`src/ifwp_pkg.sv`:
```
package ifwp_pkg;

  localparam int NUM_IMUS   = 3;
  localparam int IMU_IDX_W  = (NUM_IMUS > 1) ? $clog2(NUM_IMUS) : 1;
  localparam int WORD_BYTES = 7;
  localparam int TAG_W      = 5;
  localparam int PAYLOAD_W  = 48;
  localparam int CNT_W      = 32;

  localparam logic [2:0] LAST_POS = 3'(WORD_BYTES - 1);

  localparam logic [TAG_W-1:0] GYRO_TAG_RST  = 5'd1;
  localparam logic [TAG_W-1:0] ACCEL_TAG_RST = 5'd2;

  // configuration register indexes
  localparam logic CFG_GYRO_TAG  = 1'b0;
  localparam logic CFG_ACCEL_TAG = 1'b1;

  // request and result kinds
  localparam logic REQ_BYTE   = 1'b0;
  localparam logic REQ_DIAG   = 1'b1;
  localparam logic KIND_PAIR  = 1'b0;
  localparam logic KIND_DIAG  = 1'b1;

  typedef struct packed {
    logic       req_type;
    logic [1:0] sensor_sel;
    logic [7:0] fifo_byte;
    logic       burst_start;
  } in_item_t;

  typedef struct packed {
    logic               result_kind;
    logic [1:0]         sensor_index;
    logic signed [15:0] gyro_x;
    logic signed [15:0] gyro_y;
    logic signed [15:0] gyro_z;
    logic signed [15:0] accel_x;
    logic signed [15:0] accel_y;
    logic signed [15:0] accel_z;
    logic [CNT_W-1:0]   reuse_count;
    logic [CNT_W-1:0]   unknown_count;
  } out_item_t;

endpackage

```
`src/imu_fifo_word_pairer.sv`:
```
// imu_fifo_word_pairer
//
// Input channel (in_valid / in_stall / in_item): one item per cycle while
// in_stall is low, either one byte of a sensor FIFO burst or a read-and-clear diagnostics request.
// Bytes are framed into 7-byte words (tag byte plus three 16-bit axes).
// A gyro word is held per sensor; an accel word yields one pair item once that sensor has a gyro word.
// Result channel (out_valid / out_stall / out_item): one item per pair or
// diagnostics request, registered in the output register, or in the skid register when the receiver stalls.
// Throughput is one item per cycle while in_stall is low: all state is updated in the accept cycle
// and results go to an output register backed by a one-entry skid register.
// in_stall rises only while the skid register holds an item, i.e. after the
// receiver has stalled with a result waiting and another result arrived.
// Configuration (cfg_valid / cfg_ready / cfg_index / cfg_data) sets the gyro
// and accel tag codes; cfg_ready is always high. Write only while idle.
// Reset (rst_n low, synchronous) clears framing, freshness, counters and
// both output slots, and restores tag codes 1 (gyro) and 2 (accel).
module imu_fifo_word_pairer (
  input  logic                  clk,
  input  logic                  rst_n,
  input  logic                  in_valid,
  output logic                  in_stall,
  input  ifwp_pkg::in_item_t    in_item,
  output logic                  out_valid,
  input  logic                  out_stall,
  output ifwp_pkg::out_item_t   out_item,
  input  logic                  cfg_valid,
  output logic                  cfg_ready,
  input  logic                  cfg_index,
  input  logic [ifwp_pkg::TAG_W-1:0] cfg_data
);

  localparam int N  = ifwp_pkg::NUM_IMUS;
  localparam int IW = ifwp_pkg::IMU_IDX_W;

  logic [ifwp_pkg::TAG_W-1:0]     gyro_tag_r, accel_tag_r;
  logic [2:0]                     byte_pos_r, byte_pos_nxt;
  logic [ifwp_pkg::TAG_W-1:0]     word_tag_r, word_tag_nxt;
  logic [ifwp_pkg::PAYLOAD_W-1:0] payload_r, payload_nxt;
  logic [ifwp_pkg::PAYLOAD_W-1:0] pend_gyro_r [N];
  logic [N-1:0]                   seen_r, fresh_r;
  logic [ifwp_pkg::CNT_W-1:0]     reuse_r [N];
  logic [ifwp_pkg::CNT_W-1:0]     bad_r [N];

  logic                out_valid_r, skid_valid_r;
  ifwp_pkg::out_item_t out_r, skid_r;

  logic                in_acc;
  logic                in_range;
  logic [IW-1:0]       sidx;
  logic                is_byte, word_done;
  logic                is_gyro, is_accel;
  logic                res_valid;
  ifwp_pkg::out_item_t res;

  assign cfg_ready = 1'b1;
  assign in_stall  = skid_valid_r;
  assign out_valid = out_valid_r;
  assign out_item  = out_r;
  assign in_acc    = in_valid && !in_stall;
  assign in_range  = 32'(in_item.sensor_sel) < 32'(N);
  assign sidx      = IW'(in_item.sensor_sel);
  assign is_byte   = in_acc && (in_item.req_type == ifwp_pkg::REQ_BYTE) && in_range;

  // word framing
  always_comb begin
    byte_pos_nxt = in_item.burst_start ? 3'd0 : byte_pos_r;
    word_tag_nxt = word_tag_r;
    payload_nxt  = payload_r;
    word_done    = 1'b0;
    if (byte_pos_nxt == 3'd0) begin
      word_tag_nxt = in_item.fifo_byte[7:3];
      payload_nxt  = '0;
      byte_pos_nxt = 3'd1;
    end else begin
      payload_nxt[8*(byte_pos_nxt-3'd1) +: 8] = in_item.fifo_byte;
      if (byte_pos_nxt == ifwp_pkg::LAST_POS) begin
        byte_pos_nxt = 3'd0;
        word_done    = 1'b1;
      end else begin
        byte_pos_nxt = byte_pos_nxt + 3'd1;
      end
    end
  end

  assign is_gyro  = word_tag_nxt == gyro_tag_r;
  assign is_accel = !is_gyro && (word_tag_nxt == accel_tag_r);

  // result of the accepted item
  always_comb begin
    res              = '0;
    res.sensor_index = in_item.sensor_sel;
    res_valid        = 1'b0;
    if (in_acc && in_item.req_type == ifwp_pkg::REQ_DIAG) begin
      res_valid       = 1'b1;
      res.result_kind = ifwp_pkg::KIND_DIAG;
      if (in_range) begin
        res.reuse_count   = reuse_r[sidx];
        res.unknown_count = bad_r[sidx];
      end
    end else if (is_byte && word_done && is_accel && seen_r[sidx]) begin
      res_valid       = 1'b1;
      res.result_kind = ifwp_pkg::KIND_PAIR;
      res.gyro_x      = pend_gyro_r[sidx][15:0];
      res.gyro_y      = pend_gyro_r[sidx][31:16];
      res.gyro_z      = pend_gyro_r[sidx][47:32];
      res.accel_x     = payload_nxt[15:0];
      res.accel_y     = payload_nxt[31:16];
      res.accel_z     = payload_nxt[47:32];
    end
  end

  // config and per-sensor control state
  always_ff @(posedge clk) begin
    if (!rst_n) begin
      gyro_tag_r  <= ifwp_pkg::GYRO_TAG_RST;
      accel_tag_r <= ifwp_pkg::ACCEL_TAG_RST;
      byte_pos_r  <= '0;
      word_tag_r  <= '0;
      payload_r   <= '0;
      seen_r      <= '0;
      fresh_r     <= '0;
      for (int i = 0; i < N; i++) begin
        reuse_r[i] <= '0;
        bad_r[i]   <= '0;
      end
    end else begin
      if (cfg_valid && cfg_ready) begin
        case (cfg_index)
          ifwp_pkg::CFG_GYRO_TAG:  gyro_tag_r  <= cfg_data;
          ifwp_pkg::CFG_ACCEL_TAG: accel_tag_r <= cfg_data;
          default: ;
        endcase
      end
      if (in_acc && in_item.req_type == ifwp_pkg::REQ_DIAG && in_range) begin
        reuse_r[sidx] <= '0;
        bad_r[sidx]   <= '0;
      end
      if (is_byte) begin
        byte_pos_r <= byte_pos_nxt;
        word_tag_r <= word_tag_nxt;
        payload_r  <= payload_nxt;
        if (word_done) begin
          if (is_gyro) begin
            seen_r[sidx]  <= 1'b1;
            fresh_r[sidx] <= 1'b1;
          end else if (is_accel) begin
            if (seen_r[sidx]) begin
              fresh_r[sidx] <= 1'b0;
              if (!fresh_r[sidx]) reuse_r[sidx] <= reuse_r[sidx] + 1'b1;
            end
          end else begin
            bad_r[sidx] <= bad_r[sidx] + 1'b1;
          end
        end
      end
    end
  end

  always_ff @(posedge clk) begin
    if (is_byte && word_done && is_gyro) begin
      pend_gyro_r[sidx] <= payload_nxt;
    end
  end

  // output register with skid
  always_ff @(posedge clk) begin
    if (!rst_n) begin
      out_valid_r  <= 1'b0;
      skid_valid_r <= 1'b0;
    end else if (skid_valid_r) begin
      if (!out_stall) skid_valid_r <= 1'b0;
    end else if (res_valid) begin
      if (!out_valid_r || !out_stall) out_valid_r <= 1'b1;
      else skid_valid_r <= 1'b1;
    end else if (!out_stall) begin
      out_valid_r <= 1'b0;
    end
  end

  always_ff @(posedge clk) begin
    if (skid_valid_r) begin
      if (!out_stall) out_r <= skid_r;
    end else if (res_valid) begin
      if (!out_valid_r || !out_stall) out_r <= res;
      else skid_r <= res;
    end
  end

  a_skid_behind_out: assert property (@(posedge clk) disable iff (!rst_n)
    skid_valid_r |-> out_valid_r)
    else $error("skid holds an item while output is empty");

  a_pos_range: assert property (@(posedge clk) disable iff (!rst_n)
    byte_pos_r <= ifwp_pkg::LAST_POS)
    else $error("byte position beyond word length");

  a_fresh_needs_seen: assert property (@(posedge clk) disable iff (!rst_n)
    (fresh_r & ~seen_r) == '0)
    else $error("gyro fresh without gyro seen");

  a_diag_shows: assert property (@(posedge clk) disable iff (!rst_n)
    (in_acc && in_item.req_type == ifwp_pkg::REQ_DIAG) |=> out_valid_r)
    else $error("diagnostics request produced no result");

endmodule

```
`config.mk`:
```
export PLATFORM = sky130hd
export DESIGN_NAME = imu_fifo_word_pairer
export DESIGN_NICKNAME = d
export VERILOG_FILES = /design/src/ifwp_pkg.sv /design/src/imu_fifo_word_pairer.sv
export SDC_FILE = /design/constraint.sdc
export NUM_CORES = 1
export LEC_CHECK = 0
export BUFFER_PORTS_ARGS = -buffer_cell sky130_fd_sc_hd__buf_4
export CAP_MARGIN = 20
export CORE_ASPECT_RATIO = 1.5
export CORE_MARGIN = 1.5
export CORE_UTILIZATION = 68
export CTS_BUF_LIST = sky130_fd_sc_hd__clkbuf_8
export DETAILED_ROUTE_END_ITERATION = 10
export PLACE_DENSITY = 0.86
export SYNTH_ARGS = -nofsm -noshare
export SYNTH_HDL_FRONTEND = slang
export SYNTH_SLANG_ARGS = --single-unit
```
`constraint.sdc`:
```
create_clock -name clk -period 24.4 [get_ports clk]
set_input_delay 1.22 -clock clk [delete_from_list [all_inputs] [get_ports clk]]
set_output_delay 1.22 -clock clk [all_outputs]
set_load 0.01 [all_outputs]
```
==> impl_metrics.toml <==
[run_status]
status = "finished, final reports clean"

[yosys]
synth_seq_area_share_pct = 70.0
count_of_flip_flops_with_a_built_in_enable_after_synthesis = 726
synthCells = 2371
yosys_most_used_dff = "sky130_fd_sc_hd__edfxtp_1"
post_synth_num_cell_types = 56
yosys_warnings = 0
synth-seq-cells = 800
syn_area_sq_um = 33300
syn_avg_cell_area_sq_um = 14.0
share_of_flip_flops_with_an_asynchronous_set_or_reset_pct = 0

[global_route]
grt_start_max_net_pins = 108
via_count_of_the_first_global_routing_pass = 20800
grt.overflow.total = 0
grt_antenna_before_repair = 4
grt_util_all_layers_pct = 28.7
first_pass_grt_wire_length_mm = 110

[placed_design]
gpl.final_weighted_congestion = 0.822
hpwlAfterDp_mm = 43.0
placement.io_buffers = 187
detailed_place.area_sq_um = 35300

[cts]
cts.repair_timing.setup_buffer_count = 0
cts_buffers = 107
clock_sinks = 800
tritoncts = "yes"
cts_max_level = 3
path_clk_slew_ps = 60
cts.repair.resized = 0
clockRootBuffer = "sky130_fd_sc_hd__clkbuf_8"
cts_buffer_depth = 3
cts_hold_buf = 0
clock_latency_ps = 690

[critical_path]
worstPathMaxFanout = 52
worst_setup_path_end_kind = "flop"
critical_path_class = "in -> reg"
cp_data_required_time_ps = 24700
cp_data_arrival_time_ps = 6330
critical_path_source_type = "primary input"

[floorplanning]
core.rowCount = 99
die-area_sq_um = 50300
fp.dieW_um = 184
initial_core_utilization_pct = 68.7
core_region_area_sq_um = 48400
boundaryPins = 189
die_height_um = 274

[worst_hold_path]
worstHoldPathType = "reg -> reg"

[flow_run]
max-cap-violations = 0

[cells_and_area]
post-route-cell-area_sq_um = 37400
post_route_cells_drive_above_1_share_pct = 16.5
areaGrowthSynthToFinish_pct = 12.4
finish.net_count = 2647

[sta]
hold_viol = 0
maxSlewViolCount = 0
clock.fmax_ghz = 0.166
worst_slew_pin_slew_ps = 1160
fin_skew_ps = 29.1
timing.slew.headroom_pct = 22.2
rsz0062_at_grt = "no"
final-setup-viol-count = 0
final.period_utilization_pct = 24.7
period_minus_slack_ps = 6020
totalNegativeSetupSlack_ps = 0

[routing]
post_drt_wl_per_cell_um = 21.1
via_count = 20400
drt-initial-drc-count = 1934
detail_route.drc_violations = 0
dr.pass1.iters = 5
post_drt_via_cell_ratio = 6.05
antenna_violating_nets_post_route = 0
postRouteWirelength_mm = 71.1

[power]
power_density_of_the_placed_cells_nw_per_um2 = 71.1
vdd.ir_drop.worst_uv = 46.5
power.static_leakage_nw = 14.9
==> kinds of logic after synthesis <==
| logic type | after synthesis | synth area share (%) |
|---|---|---|
| buffers and inverters | 157 | 2.33 |
| DFF | 800 | 70.0 |
| muxes | 170 | 7.53 |
| adders and majority gates | 8 | 0.301 |
| xor gates and xnor gates | 61 | 1.61 |
| and+or+nand+nor | 854 | 11.5 |
| AOI/OAI and AO/OA | 319 | 6.75 |
| other | 2 | 0.0226 |
==> placed cells by master (no fill, tap or decap), drive strengths merged, types with 15 or more instances in the layout <==
cell type / Yosys / layout
a21boi: 62 / 62
a21o: 161 / 161
a21oi: 58 / 58
and3: 72 / 72
buf: 70 / 220
clkbuf: 78 / 117
clkinv: 0 / 38
conb: 2 / 65
dfxtp: 74 / 74
edfxtp: 726 / 726
inv: 9 / 52
mux2i: 103 / 103
mux4: 64 / 64
nand2: 160 / 160
nand2b: 17 / 17
nand3: 48 / 48
nand4: 15 / 15
nor2: 428 / 428
nor3: 62 / 62
xnor2: 27 / 27
xor2: 34 / 34
==> Yosys cell counts, types with 27 or more instances <==
library cell               instances  area share (%)
sky130_fd_sc_hd__edfxtp_1        726              66
sky130_fd_sc_hd__nor2_1          428             4.8
sky130_fd_sc_hd__a21o_1          161             3.6
sky130_fd_sc_hd__nand2_1         160             1.8
sky130_fd_sc_hd__mux2i_1         103             3.1
sky130_fd_sc_hd__clkbuf_1         78            0.88
sky130_fd_sc_hd__dfxtp_1          74             4.5
sky130_fd_sc_hd__and3_1           72             1.4
sky130_fd_sc_hd__mux4_2           64             4.3
sky130_fd_sc_hd__a21boi_0         62             1.4
sky130_fd_sc_hd__nor3_1           62            0.93
sky130_fd_sc_hd__a21oi_1          58            0.87
sky130_fd_sc_hd__nand3_1          48            0.72
sky130_fd_sc_hd__buf_2            35            0.53
sky130_fd_sc_hd__xor2_1           34            0.90
sky130_fd_sc_hd__xnor2_1          27            0.71
==> per-layer routing <==
layer  GRT usage (%)  routed length (um)
met1            33.8               24900
met2            51.0               37700
met3            4.64                5570
met4            14.6                2950
met5               0                  28
==> final cells by class <==
type                       instances  area (sq um)
antenna                            2          5.00
clock buffer                     116          1600
clock inverter                    85           418
fill                            2745         11000
inverter                           9          33.8
multi-input combinational       1477          9540
sequential                       800         23300
tap                              656           821
timing repair buffer             221          1690
==> sequential cells by signal, indices dropped and copies added, names as in the netlist, 5 cells and up, named ones only <==
signal	flops
bad_r	128
reuse_r	128
skid_r	163
out_item	163
word_tag_r	5
pend_gyro_r	144
payload_r	48
gyro_tag_r	5
accel_tag_r	5
==> through the flow <==
stage                     setup WS [ps]  hold slack, ps  total power [mW]  cells  util, %
after CTS                         18410             469              2.67   3361     77.1
after global placement            17860             452              1.73   3160     72.9
after global routing              17920             491              2.74   3366     77.2
after floorplan                   12500             440              1.68   2434        -
final                             18380             467              2.66   3366     77.2
after detailed placement          17700             460              1.74   3160     72.9
==> critical path, cell delays in order <==
cell and delay [ps]:
sky130_fd_sc_hd__buf_4 130, sky130_fd_sc_hd__nand2b_1 280, sky130_fd_sc_hd__ha_1 510, sky130_fd_sc_hd__inv_1 360
sky130_fd_sc_hd__o21ai_0 410, sky130_fd_sc_hd__a21oi_1 180, sky130_fd_sc_hd__or4b_1 600, sky130_fd_sc_hd__a211oi_1 440
sky130_fd_sc_hd__nor2_1 220, sky130_fd_sc_hd__o22ai_4 650, sky130_fd_sc_hd__buf_4 660, sky130_fd_sc_hd__buf_4 600
==> worst paths after layout <==
| path | start | to | slack [ps] | cells after the start |
|---|---|---|---|---|
| min reg2reg | payload_r[46] | payload_r[46] | 470 | 2 |
| max | in_item[0] | out_item[124] | 18380 | 12 |
| min | payload_r[46] | payload_r[46] | 470 | 2 |
| max reg2reg | byte_pos_r[1] | out_item[124] | 18770 | 11 |
==> power by group <==
| part | switching [mW] | leakage [nW] | internal (mW) |
|---|---|---|---|
| Clock | 0.477 | 1.20 | 0.469 |
| Sequential | 0.0143 | 7.59 | 1.53 |
| Combinational | 0.107 | 6.08 | 0.0626 |
| Total | 0.599 | 14.9 | 2.06 |
(Power assumes the default switching activity.)
